==> src/design/rpn_stack_evaluator_defines.svh <==
// Assertion macros shared by the postfix evaluator RTL.
`ifndef RPN_STACK_EVALUATOR_DEFINES_SVH
`define RPN_STACK_EVALUATOR_DEFINES_SVH

`ifndef SYNTHESIS

// Checks a condition at every clock edge outside reset.
`define RPN_ASSERT(lbl, expr, msg) \
  lbl: assert property (@(posedge clk) disable iff (rst) (expr)) else $error(msg);

// Checks that a condition in one cycle implies another in the next cycle.
`define RPN_ASSERT_NEXT(lbl, ante, cons, msg) \
  lbl: assert property (@(posedge clk) disable iff (rst) (ante) |=> (cons)) else $error(msg);

`else

`define RPN_ASSERT(lbl, expr, msg)
`define RPN_ASSERT_NEXT(lbl, ante, cons, msg)

`endif

`endif

==> src/design/rpn_pkg.sv <==
// Types and constants of the postfix expression evaluator.
`default_nettype none

package rpn_pkg;

  // Status reported with every result item.
  typedef enum logic [1:0] {
    ST_OK    = 2'd0,
    ST_UNDER = 2'd1,
    ST_DIVZ  = 2'd2,
    ST_OVER  = 2'd3
  } status_t;

  // Operator codes of an operator token.
  typedef enum logic [1:0] {
    OP_ADD = 2'd0,
    OP_SUB = 2'd1,
    OP_MUL = 2'd2,
    OP_DIV = 2'd3
  } op_t;

  // Token kinds.
  localparam logic KIND_NUM = 1'b0;

  // Signed Q16.16 values and their limits.
  typedef logic signed [31:0] q16_t;
  localparam q16_t Q_MAX = 32'sh7FFF_FFFF;
  localparam q16_t Q_MIN = 32'sh8000_0000;

  // Shared adder: wide enough for a 33-bit sum and a 33-bit quotient with sign.
  localparam int ALU_W = 34;
  typedef logic signed [ALU_W-1:0] alu_t;

  // Restoring division produces this many quotient bits.
  localparam int DIV_STEPS = 33;
  localparam int DIV_CW    = $clog2(DIV_STEPS);

endpackage

`default_nettype wire

==> src/design/rpn_stack_evaluator.sv <==
// Postfix (RPN) expression evaluator over a bounded stack of Q16.16 values.
//
// Each item is one token: a number is pushed, an operator pops b then a and
// pushes a op b, saturated to the signed 32-bit range. Every item gives one
// result item with status, new top of stack and depth. A small sequencer runs
// all arithmetic through one shared 34-bit add/subtract unit, plus one 32x32
// multiplier. Division runs 33 restoring-division steps in the shared adder;
// a divide by zero or with a quotient too large for the range skips them. The
// stack lives in a memory with one write and one registered read port; the top
// entry is also held in a register. Results wait in an output register, and a
// new item is taken once the sequencer is idle again.
`default_nettype none

`include "rpn_stack_evaluator_defines.svh"

module rpn_stack_evaluator #(
  parameter int STACK_DEPTH = 16
) (
  input  logic             clk,
  input  logic             rst,
  input  logic             tok_valid,
  output logic             tok_stall,
  input  logic             kind,
  input  rpn_pkg::q16_t    operand_value,
  input  rpn_pkg::op_t     operator_code,
  output logic             res_valid,
  input  logic             res_stall,
  output rpn_pkg::status_t status,
  output rpn_pkg::q16_t    top_value,
  output logic [4:0]       stack_depth,
  output logic             saturated
);
  import rpn_pkg::*;

  localparam int IW = $clog2(STACK_DEPTH);
  localparam int CW = $clog2(STACK_DEPTH + 1);
  localparam logic [CW-1:0] DEPTH_C = CW'(STACK_DEPTH);

  typedef enum logic [3:0] {
    S_IDLE,
    S_LOAD_A,
    S_ADDSUB,
    S_MUL,
    S_MUL_RND,
    S_DIV_CHK,
    S_DIV_STEP,
    S_DIV_FIN,
    S_LOAD_TOP,
    S_FINISH
  } state_t;

  state_t                state;
  logic [CW-1:0]         count;
  q16_t                  top;
  op_t                   op;
  logic                  a_ok;
  q16_t                  a_val;
  q16_t                  b_val;
  status_t               st;
  logic                  sat_r;
  logic signed [63:0]    prod;
  logic [31:0]           rem;
  logic [31:0]           dsr;
  logic [DIV_STEPS-1:0]  nbits;
  logic [DIV_STEPS-1:0]  quo;
  logic                  neg;
  logic [DIV_CW-1:0]     step;

  q16_t                  stack_mem [STACK_DEPTH];
  q16_t                  rd_data;
  logic [IW-1:0]         rd_addr;

  logic                  tok_take;
  logic                  out_free;
  logic                  full;
  alu_t                  alu_x;
  alu_t                  alu_y;
  logic                  alu_sub;
  alu_t                  alu_sum;
  logic                  alu_neg;
  logic                  sat_hi;
  logic                  sat_lo;
  q16_t                  alu_clamp;
  logic signed [47:0]    mul_rnd;
  logic                  mul_hi;
  logic                  mul_lo;
  q16_t                  mul_clamp;
  q16_t                  a_in;
  logic [31:0]           a_mag;
  logic [31:0]           b_mag;
  logic                  wr_en;
  q16_t                  wr_data;
  logic                  wr_sat;

  // Handshake: a token is taken only while the sequencer is idle.
  assign tok_stall = (state != S_IDLE);
  assign tok_take  = tok_valid && !tok_stall;
  assign out_free  = !res_valid || !res_stall;
  assign full      = (count >= DEPTH_C);

  // Read the entry below the top when a token arrives, else the top entry.
  assign rd_addr = (state == S_IDLE) ? IW'(count - CW'(2)) : IW'(count - CW'(1));

  // Operand selection for the shared add/subtract unit.
  always_comb begin
    alu_x   = '0;
    alu_y   = '0;
    alu_sub = 1'b1;
    case (state)
      S_ADDSUB: begin
        alu_x   = ALU_W'(a_val);
        alu_y   = ALU_W'(b_val);
        alu_sub = (op == OP_SUB);
      end
      S_DIV_CHK: begin
        alu_x = ALU_W'(rem);
        alu_y = ALU_W'(dsr);
      end
      S_DIV_STEP: begin
        alu_x = ALU_W'({rem, nbits[DIV_STEPS-1]});
        alu_y = ALU_W'(dsr);
      end
      S_DIV_FIN: begin
        alu_x = neg ? alu_t'(0) : ALU_W'(quo);
        alu_y = neg ? ALU_W'(quo) : alu_t'(0);
      end
      default: begin
        alu_sub = 1'b1;
      end
    endcase
  end

  assign alu_sum = alu_sub ? (alu_x - alu_y) : (alu_x + alu_y);
  assign alu_neg = alu_sum[ALU_W-1];

  // Saturate the adder result to the signed 32-bit range.
  assign sat_hi    = !alu_sum[ALU_W-1] && (alu_sum[ALU_W-2:31] != '0);
  assign sat_lo    = alu_sum[ALU_W-1] && (alu_sum[ALU_W-2:31] != '1);
  assign alu_clamp = sat_hi ? Q_MAX : (sat_lo ? Q_MIN : alu_sum[31:0]);

  // Product rounding: drop 16 fraction bits, round half up, then saturate.
  assign mul_rnd   = prod[63:16] + 48'(prod[15]);
  assign mul_hi    = !mul_rnd[47] && (mul_rnd[46:31] != '0);
  assign mul_lo    = mul_rnd[47] && (mul_rnd[46:31] != '1);
  assign mul_clamp = mul_hi ? Q_MAX : (mul_lo ? Q_MIN : mul_rnd[31:0]);

  // Operand a from memory, and magnitudes for the divider.
  assign a_in  = a_ok ? rd_data : '0;
  assign a_mag = a_in[31] ? 32'(-a_in) : 32'(a_in);
  assign b_mag = b_val[31] ? 32'(-b_val) : 32'(b_val);

  // Push request: a number token or a finished arithmetic result.
  always_comb begin
    wr_en   = 1'b0;
    wr_data = alu_clamp;
    wr_sat  = 1'b0;
    case (state)
      S_IDLE: begin
        wr_en   = tok_take && (kind == KIND_NUM) && !full;
        wr_data = operand_value;
      end
      S_ADDSUB, S_DIV_FIN: begin
        wr_en  = 1'b1;
        wr_sat = sat_hi || sat_lo;
      end
      S_MUL_RND: begin
        wr_en   = 1'b1;
        wr_data = mul_clamp;
        wr_sat  = mul_hi || mul_lo;
      end
      S_DIV_CHK: begin
        // The quotient needs more than 33 bits: it saturates.
        wr_en   = !alu_neg;
        wr_data = neg ? Q_MIN : Q_MAX;
        wr_sat  = 1'b1;
      end
      default: begin
        wr_en = 1'b0;
      end
    endcase
  end

  // Stack memory with one write port and one registered read port.
  always_ff @(posedge clk) begin
    if (wr_en) begin
      stack_mem[count[IW-1:0]] <= wr_data;
    end
    rd_data <= stack_mem[rd_addr];
  end

  // Sequencer, stack pointer, datapath registers and the output register.
  always_ff @(posedge clk) begin
    if (rst) begin
      state     <= S_IDLE;
      count     <= '0;
      res_valid <= 1'b0;
    end else begin
      // A taken result clears the output register unless a new one replaces it.
      if (res_valid && !res_stall && (state != S_FINISH)) begin
        res_valid <= 1'b0;
      end

      case (state)
        S_IDLE: begin
          if (tok_take) begin
            op    <= operator_code;
            if (kind == KIND_NUM) begin
              // A dropped push clears the flag; a real push writes it below.
              if (full) begin
                sat_r <= 1'b0;
              end
              st    <= full ? ST_OVER : ST_OK;
              state <= S_FINISH;
            end else begin
              // Pop b from the top register; a arrives from memory next cycle.
              sat_r <= 1'b0;
              b_val <= (count != '0) ? top : '0;
              a_ok  <= (count >= CW'(2));
              st    <= (count >= CW'(2)) ? ST_OK : ST_UNDER;
              count <= (count >= CW'(2)) ? (count - CW'(2)) : '0;
              state <= S_LOAD_A;
            end
          end
        end

        S_LOAD_A: begin
          a_val <= a_in;
          rem   <= 32'(a_mag[31:17]);
          nbits <= {a_mag[16:0], 16'b0};
          dsr   <= b_mag;
          neg   <= a_in[31] ^ b_val[31];
          quo   <= '0;
          step  <= '0;
          case (op)
            OP_ADD, OP_SUB: begin
              state <= S_ADDSUB;
            end
            OP_MUL: begin
              state <= S_MUL;
            end
            default: begin
              if (b_val == '0) begin
                // Nothing is pushed; the new top is read back from memory.
                if (st == ST_OK) begin
                  st <= ST_DIVZ;
                end
                state <= S_LOAD_TOP;
              end else begin
                state <= S_DIV_CHK;
              end
            end
          endcase
        end

        S_ADDSUB: begin
          state <= S_FINISH;
        end

        S_MUL: begin
          prod  <= 64'(a_val) * 64'(b_val);
          state <= S_MUL_RND;
        end

        S_MUL_RND: begin
          state <= S_FINISH;
        end

        S_DIV_CHK: begin
          state <= alu_neg ? S_DIV_STEP : S_FINISH;
        end

        S_DIV_STEP: begin
          // One restoring step: subtract the divisor when it fits.
          if (!alu_neg) begin
            rem <= alu_sum[31:0];
          end else begin
            rem <= {rem[30:0], nbits[DIV_STEPS-1]};
          end
          quo   <= {quo[DIV_STEPS-2:0], !alu_neg};
          nbits <= nbits << 1;
          step  <= step + DIV_CW'(1);
          if (step == DIV_CW'(DIV_STEPS - 1)) begin
            state <= S_DIV_FIN;
          end
        end

        S_DIV_FIN: begin
          state <= S_FINISH;
        end

        S_LOAD_TOP: begin
          top   <= rd_data;
          state <= S_FINISH;
        end

        S_FINISH: begin
          if (out_free) begin
            res_valid   <= 1'b1;
            status      <= st;
            top_value   <= (count != '0) ? top : '0;
            stack_depth <= 5'(count);
            saturated   <= sat_r;
            state       <= S_IDLE;
          end
        end

        default: begin
          state <= S_IDLE;
        end
      endcase

      // A push moves the top register and the count together.
      if (wr_en) begin
        top   <= wr_data;
        count <= count + CW'(1);
        sat_r <= wr_sat;
      end
    end
  end

  // Checks on the stack pointer, the divider and the result path.
  `RPN_ASSERT(a_depth_bound, count <= DEPTH_C, "stack count exceeds depth")
  `RPN_ASSERT_NEXT(a_push_grows, tok_take && (kind == KIND_NUM) && !full, count == $past(count) + CW'(1), "number push did not grow the stack")
  `RPN_ASSERT(a_rem_below_dsr, (state != S_DIV_STEP) || (rem < dsr), "division remainder not below divisor")
  `RPN_ASSERT_NEXT(a_finish_out, (state == S_FINISH) && out_free, res_valid && (state == S_IDLE), "finished item not presented")

endmodule

`default_nettype wire

==> config.mk <==
export PLATFORM = sky130hd
export DESIGN_NAME = rpn_stack_evaluator
export DESIGN_NICKNAME = d
export VERILOG_FILES = /design/src/design/rpn_pkg.sv /design/src/design/rpn_stack_evaluator.sv
export VERILOG_INCLUDE_DIRS = /design/src /design/src/design
export SDC_FILE = /design/constraint.sdc
export NUM_CORES = 2
export LEC_CHECK = 0
export BUFFER_PORTS_ARGS = -buffer_cell sky130_fd_sc_hd__clkbuf_2
export CORE_MARGIN = 2
export CORE_UTILIZATION = 64
export DETAILED_ROUTE_END_ITERATION = 10
export PLACE_DENSITY = 0.81
export SYNTH_ARGS = -nofsm -noshare
export SYNTH_HDL_FRONTEND = slang
export SYNTH_SLANG_ARGS = --single-unit
==> constraint.sdc <==
create_clock -name clk -period 12.7 [get_ports clk]
set_input_delay 1.905 -clock clk [delete_from_list [all_inputs] [get_ports clk]]
set_output_delay 1.905 -clock clk [all_outputs]
set_load 0.02 [all_outputs]
# == Yosys cells after proc, flatten, opt, wreduce, memory -nomap -nowiden ==
# Memory sizes are Yosys's and may differ from the RTL's. A register that Yosys moved wholly into a read port is not among the register bits.
# Cells that the tools add are included.
# totals
register_bits,353
output_inout_bits,42
mem_count,1
latchBits,0
rom_bits,0
mem_bits_rw,512
# classes
addsub,9
n_reduce_logical,51
bitwise_logic,3
order_cmp,2
n_mux,57
div,0
eq_ne,21
shifts,0
multipliers,1
# memory_table
memory,depth,width,read_ports,rd_ports_with_merged_regs,wr,line_no,source
stack_mem,16,32,1,1,1,rpn_stack_evaluator.sv:69,q16_t stack_mem [STACK_DEPTH];
# ops
cell,n
$mux 32,11
$pmux 34 s4,1
$pmux 33 s2,2
$pmux 34 s3,1
$pmux 32 s3,1
$mux 33,2
$mul 32x32->64,1
$neg 32->32,2
$pmux 32 s2,1
$add 48x1->48,1
$add 34x34->34,1
$mux 34,1
$sub 34x34->34,1
$logic_not 32->1,1
$mux 31,1
$mux 4,7
$pmux 4 s7,1
$mux 5,5
$eq 4x3->1 const B,4
$ne 16x16->1 const B,1
$reduce_bool 16->1,1
$ne 2x2->1 const B,7
$reduce_bool 2->1,7
$mux 1,12
35 further kinds,71

# == Logic depth before layout (Yosys ltp) ==
# logic_depth
ltp_word,11
depth_mapped,32
mapped_depth_nobuf,29

# == Worst setup path before layout ==
# Ideal clock, no wire load.
# synth_timing
path_type,reg-to-reg
start,register state[3]
end,register count[4]
stages_incl_launch_ff,32
n_path_buf,7
t_required_ns,12.568
setup_time_ns,0.132
t_arrival_ns,8.689
slack_ns,3.879
cell_sequence,dfxtp_1 > buf_4 > and4b_1 > and2_1 > buf_6 > clkbuf_1 > clkbuf_1 > a222oi_1 > ha_1 > inv_1 > or3b_1 > a211o_1 > nor4b_2 > nand2_1 > or2_1 > clkbuf_1 > o31ai_1 > xor2_1 > ha_1 > clkbuf_1 > nand4_1 > o221ai_1 > a221o_1 > a21oi_1 > a31oi_1 > a2111oi_0 > or3_1 > o21a_1 > clkbuf_1 > nor3b_1 > xnor2_1 > o32ai_1
# synth_via
elab_chain_len,9
elab_cells_between_ends,26
cone_classes,add/sub: 2; eq/ne: 5; mux: 6; reduce/logical: 13
# synth_rtl
element,line_no,source
"start, declared",rpn_stack_evaluator.sv:52,state_t state;
"start signal, assigned",rpn_stack_evaluator.sv:269,state <= alu_neg ? S_DIV_STEP : S_FINISH;
$eq 4x3->1 (on tied branches),"rpn_stack_evaluator.sv:109, rpn_stack_evaluator.sv:157",
$reduce_or 2->1 (no line),n/a,
$pmux 34 s3,rpn_stack_evaluator.sv:109,case (state)
$add 34x34->34 / $sub 34x34->34 (equally long branches),rpn_stack_evaluator.sv:133,assign alu_sum = alu_sub ? (alu_x - alu_y) : (alu_x + alu_y);
$mux 34,rpn_stack_evaluator.sv:133,
$logic_not 1->1,rpn_stack_evaluator.sv:173,wr_en = !alu_neg;
$pmux 1 s3,rpn_stack_evaluator.sv:157,case (state)
$reduce_bool 2->1 (no line),n/a,
$reduce_and 3->1 (no line),n/a,
"end signal, assigned",rpn_stack_evaluator.sv:220,count <= (count >= CW'(2)) ? (count - CW'(2)) : '0;
"end signal, assigned",rpn_stack_evaluator.sv:315,count <= count + CW'(1);
"end, declared",rpn_stack_evaluator.sv:53,logic [CW-1:0] count;
# Several ways; a longest one is shown, not always the timed one.
# A chain may end at the register's enable or synchronous reset.

# == Final worst setup path ==
# layout_timing
start,register state[2]
end,"memory stack_mem[3][11] (netlist name), data pin"
# layout_via
elab_chain_len,10
elab_cells_between_ends,21
cone_classes,add/sub: 2; eq/ne: 6; mux: 7; reduce/logical: 6
# layout_rtl
element,line_no,source
$eq 4x3->1 (on tied branches),"rpn_stack_evaluator.sv:109, rpn_stack_evaluator.sv:157",
$reduce_or 2->1 (no line),n/a,
$pmux 34 s3,rpn_stack_evaluator.sv:109,
$add 34x34->34 / $sub 34x34->34 (equally long branches),rpn_stack_evaluator.sv:133,
$mux 34,rpn_stack_evaluator.sv:133,
$ne 2x2->1,rpn_stack_evaluator.sv:138,assign sat_lo = alu_sum[ALU_W-1] && (alu_sum[ALU_W-2:31] != '1);
$logic_and 1x1->1,rpn_stack_evaluator.sv:138,
$mux 32 (2 in series),rpn_stack_evaluator.sv:139,assign alu_clamp = sat_hi ? Q_MAX : (sat_lo ? Q_MIN : alu_sum[31:0]);
$pmux 32 s3 *,rpn_stack_evaluator.sv:157,
named net wr_data[11],rpn_stack_evaluator.sv:92,q16_t wr_data;
"end, declared",rpn_stack_evaluator.sv:69,
# Mark *: on every way through the listed nets, which the timed path passes. The rest lies on a longest branch.

==> flow_summary_export.csv <==
group,metric,value,unit
hold_path,hold_path.class,"reg2reg",
worst_setup_path,regToRegSetupSlack,2950,ps
sta,period_share,76.8,%
detailed_routing,wire_per_inst,25.9,um
floorplan,start_util,64.4,%
clock_tree,clk_path_buf_depth,3,
finish,regArea,25600,sq um
sta,worstMarginPinSlew,1430,ps
clock_tree,worstSkewPairLatency,700,ps
clock_tree,htree_num_levels,3,
synth,syn_avg_cell_area,11.5,sq um
worst_setup_path,crit_fanout,22,
synth,ys_seq_area_share,34.2,%
place,gp_congestion,0.990,
grt,grt_max_degree,129,
floorplan,pin_count,81,
sta,setup_tns,0,ps
clock_tree,cts_root_buf,"clkbuf_16",
worst_setup_path,required,13000,ps
floorplan,die_w,346,um
sta,layout_min_cycle_time,9750,ps
worst_setup_path,worstReg2RegStart,"state[2]",
place,portBuffers,80,
finish,layout-area-overhead-vs-synth,6.59,%
finish,nets,7742,
clock_tree,cts_buffers,82,
clock_tree,cts_tree,"done",
synth,synth_cell_types,86,
finish,multi_input_area,44200,sq um
synth,netlist_area,74700,sq um
floorplan,core-area,116000,sq um
finish,drive_gt1_share,8.50,%
grt,grt_pass1_wl,322000,um
clock_tree,clock-sinks,866,
worst_setup_path,worstSetupPathType,"reg2reg",
clock_tree,path_clk_slew,70,ps
sta,slew_headroom,4.86,%
synth,ys_ff_latch,866,
sta,fmax,103,MHz
synth,syn_inst,6472,
synth,synthesis.nets,7822,
job,drv.max_cap_violation_count,0,
worst_setup_path,endpoint_kind,"register",
clock_tree,cts_setup_buffers,0,
synth,yosysTopAreaCellShare,33.1,%
synth,synthArstFlopShare,0,%
run_status,status,"finished clean",
clock_tree,post_cts.resized_instances,0,
synth,ys_top_cells_by_area,"edfxtp_1, fa_1, inv_1",
finish,fillCellCount,7982,
worst_setup_path,ff2ff_path_depth,24,
detailed_routing,dr.pass1.iters,8,
detailed_routing,finalWirelength,207000,um
sta,finalHoldViolations,0,
sta,setup_viol,0,
floorplan,fp.dieArea,120000,sq um
sta,finClkSkew,54.4,ps
detailed_routing,drt-vias-per-instance,6.36,
sta,fin_ws,2950,ps
worst_setup_path,crit_path_end,"stack_mem[3][11]",
floorplan,std_cell_rows,125,
synth,synth_flop_cell,"edfxtp_1",
place,dp_hpwl,143000,um
place,placed_cells,7831,
worst_setup_path,r2r-end,"stack_mem[3][11]",
worst_setup_path,crit_path_start_kind,"register",
sta,finalMaxSlewViolations,0,
clock_tree,hold_buffers,0,
detailed_routing,vias,50800,
detailed_routing,drc,0,
place,pre_cts_slack,3110,ps
grt,grt_overflow,0,
detailed_routing,ant_nets,0,
synth,synth_edf_count,824,
sta,rsz0062_at_grt,"false",
worst_setup_path,setup.worst_path.start,"state[2]",
worst_setup_path,crit_arrival,10060,ps
synth,yosysTopAreaCell,"edfxtp_1",
synth,yosys_warnings,0,
finish,fin_cells,7985,
grt,grt_antenna_before_repair,4,
floorplan,die_height,346,um
detailed_routing,drt_iter0_markers,5781,
grt,grt_pass1_vias,54700,
grt,grt_usage,35.6,%
-- worst min path at each step --
stage	start	endpoint	depth (start not counted)
after floorplan	sat_r	saturated	0
after global placement	nbits[17]	nbits[18]	2
after global routing	nbits[18]	nbits[19]	2
after CTS	nbits[18]	nbits[19]	2
after detailed placement	nbits[18]	nbits[19]	2
final	nbits[18]	nbits[19]	2
-- cell usage after synthesis, types with 42 or more instances --
cell type	n
clkbuf_1	320
xnor2_1	137
edfxtp_1	824
dfxtp_1	42
a21o_1	48
o21ai_0	112
inv_1	1014
nor2_1	178
fa_1	1082
nor2b_1	85
and3_1	74
mux4_2	128
mux2i_1	71
nand3_1	45
ha_1	229
a21oi_1	164
xor2_1	81
a211oi_1	45
and2_1	529
nand2_1	722
-- area by class of cell --
type / count / share of cell area (%)
antenna: 2 / 0.00628
clock buffer: 92 / 2.67
clock inverter: 59 / 0.818
inverter: 1014 / 4.78
multi-input combinational: 4216 / 55.5
sequential: 866 / 32.1
tap: 1524 / 2.39
timing repair buffer: 212 / 1.76
-- placed cells by master, fill, tap and decap left out, types with 17 or more instances in the layout --
cell type / netlist / routed
nand2_1: 722 / 722
fa_1: 1082 / 1082
nor3_1: 35 / 33
nor2b_1: 85 / 85
mux2i_1: 71 / 70
edfxtp_1: 824 / 824
clkbuf_16: 0 / 83
nand4_1: 29 / 29
a222oi_1: 38 / 38
nand2b_1: 24 / 24
nor2_4: 0 / 17
mux4_2: 128 / 128
inv_1: 1014 / 1014
nor2_1: 178 / 161
o21ai_0: 112 / 111
dfxtp_1: 42 / 42
and3_1: 74 / 74
a211oi_1: 45 / 45
a21o_1: 48 / 48
a221o_1: 22 / 22
a221oi_1: 37 / 37
nor4_1: 23 / 21
clkinv_1: 0 / 17
and2_1: 529 / 529
clkbuf_2: 0 / 80
xor2_1: 81 / 79
mux2_2: 22 / 22
buf_4: 5 / 131
nand3_1: 45 / 45
o31ai_1: 31 / 31
a21oi_1: 164 / 160
xnor2_1: 137 / 136
ha_1: 229 / 229
-- critical path: stages (launching register included) --
cell       delay (ps)
dfxtp_1          1080
nor4b_4           270
a222oi_1          510
ha_1              240
inv_1              40
or3b_1            400
a211o_1           270
nor4b_2           420
nand2_1           130
or2_1             340
o21ai_0           280
xor2_1            140
ha_1              460
nand2_1           160
nor2_1            160
and3_1            180
o311ai_1          170
a31oi_1           480
a2111oi_0         180
or3_1             580
xor2_4            590
buf_4             390
or2_1             620
a21boi_1          320
nor2_1            950
-- kinds of logic (layout without fill, tap and decap cells) --
| family | after synthesis | count (layout) | share of synthesized area, % |
|---|---|---|---|
| multiplexers | 221 | 221 | 5.14 |
| AO/OA/AOI/OAI | 646 | 646 | 5.92 |
| adder cells (fa/ha/maj) | 1311 | 1311 | 32.8 |
| buffers and inverters | 1390 | 1377 | 7.04 |
| XOR/XNOR | 218 | 218 | 2.55 |
| other | 0 | 2 | 0 |
| AND/OR/NAND/NOR | 1820 | 1820 | 12.3 |
| flip-flops | 866 | 866 | 34.2 |
-- metal layers --
layer | track usage, % | routed length, um
met3 | 6.87 | 23100
met5 | 0 | 10
met2 | 56.9 | 97900
met4 | 18.7 | 12000
met1 | 46.7 | 73700
-- state kept, by name, summed over array words and instances (netlist names) --
register     flops
sat_r            1
top             32
neg              1
quo             33
stack_depth      5
rem             32
dsr             32
a_val           32
status           2
saturated        1
res_valid        1
top_value       32
step             6
st               2
a_ok             1
count            5
prod            49
state            4
op               2
stack_mem      512
nbits           17
rd_data         32
b_val           32
-- through the flow --
| step | hold slack, ps | cell area, sq um | util, % |
|---|---|---|---|
| CTS | 530 | 79700 | 68.6 |
| finish | 528 | 79700 | 68.7 |
| global placement | 504 | 76900 | 66.2 |
| detailed placement | 514 | 76900 | 66.2 |
| floorplan | 400 | 74700 | - |
| global route | 554 | 79700 | 68.7 |
Power is left out: the tool's default activity adds up to more than one toggle a clock period on the data nets, which glitch-free logic cannot reach.
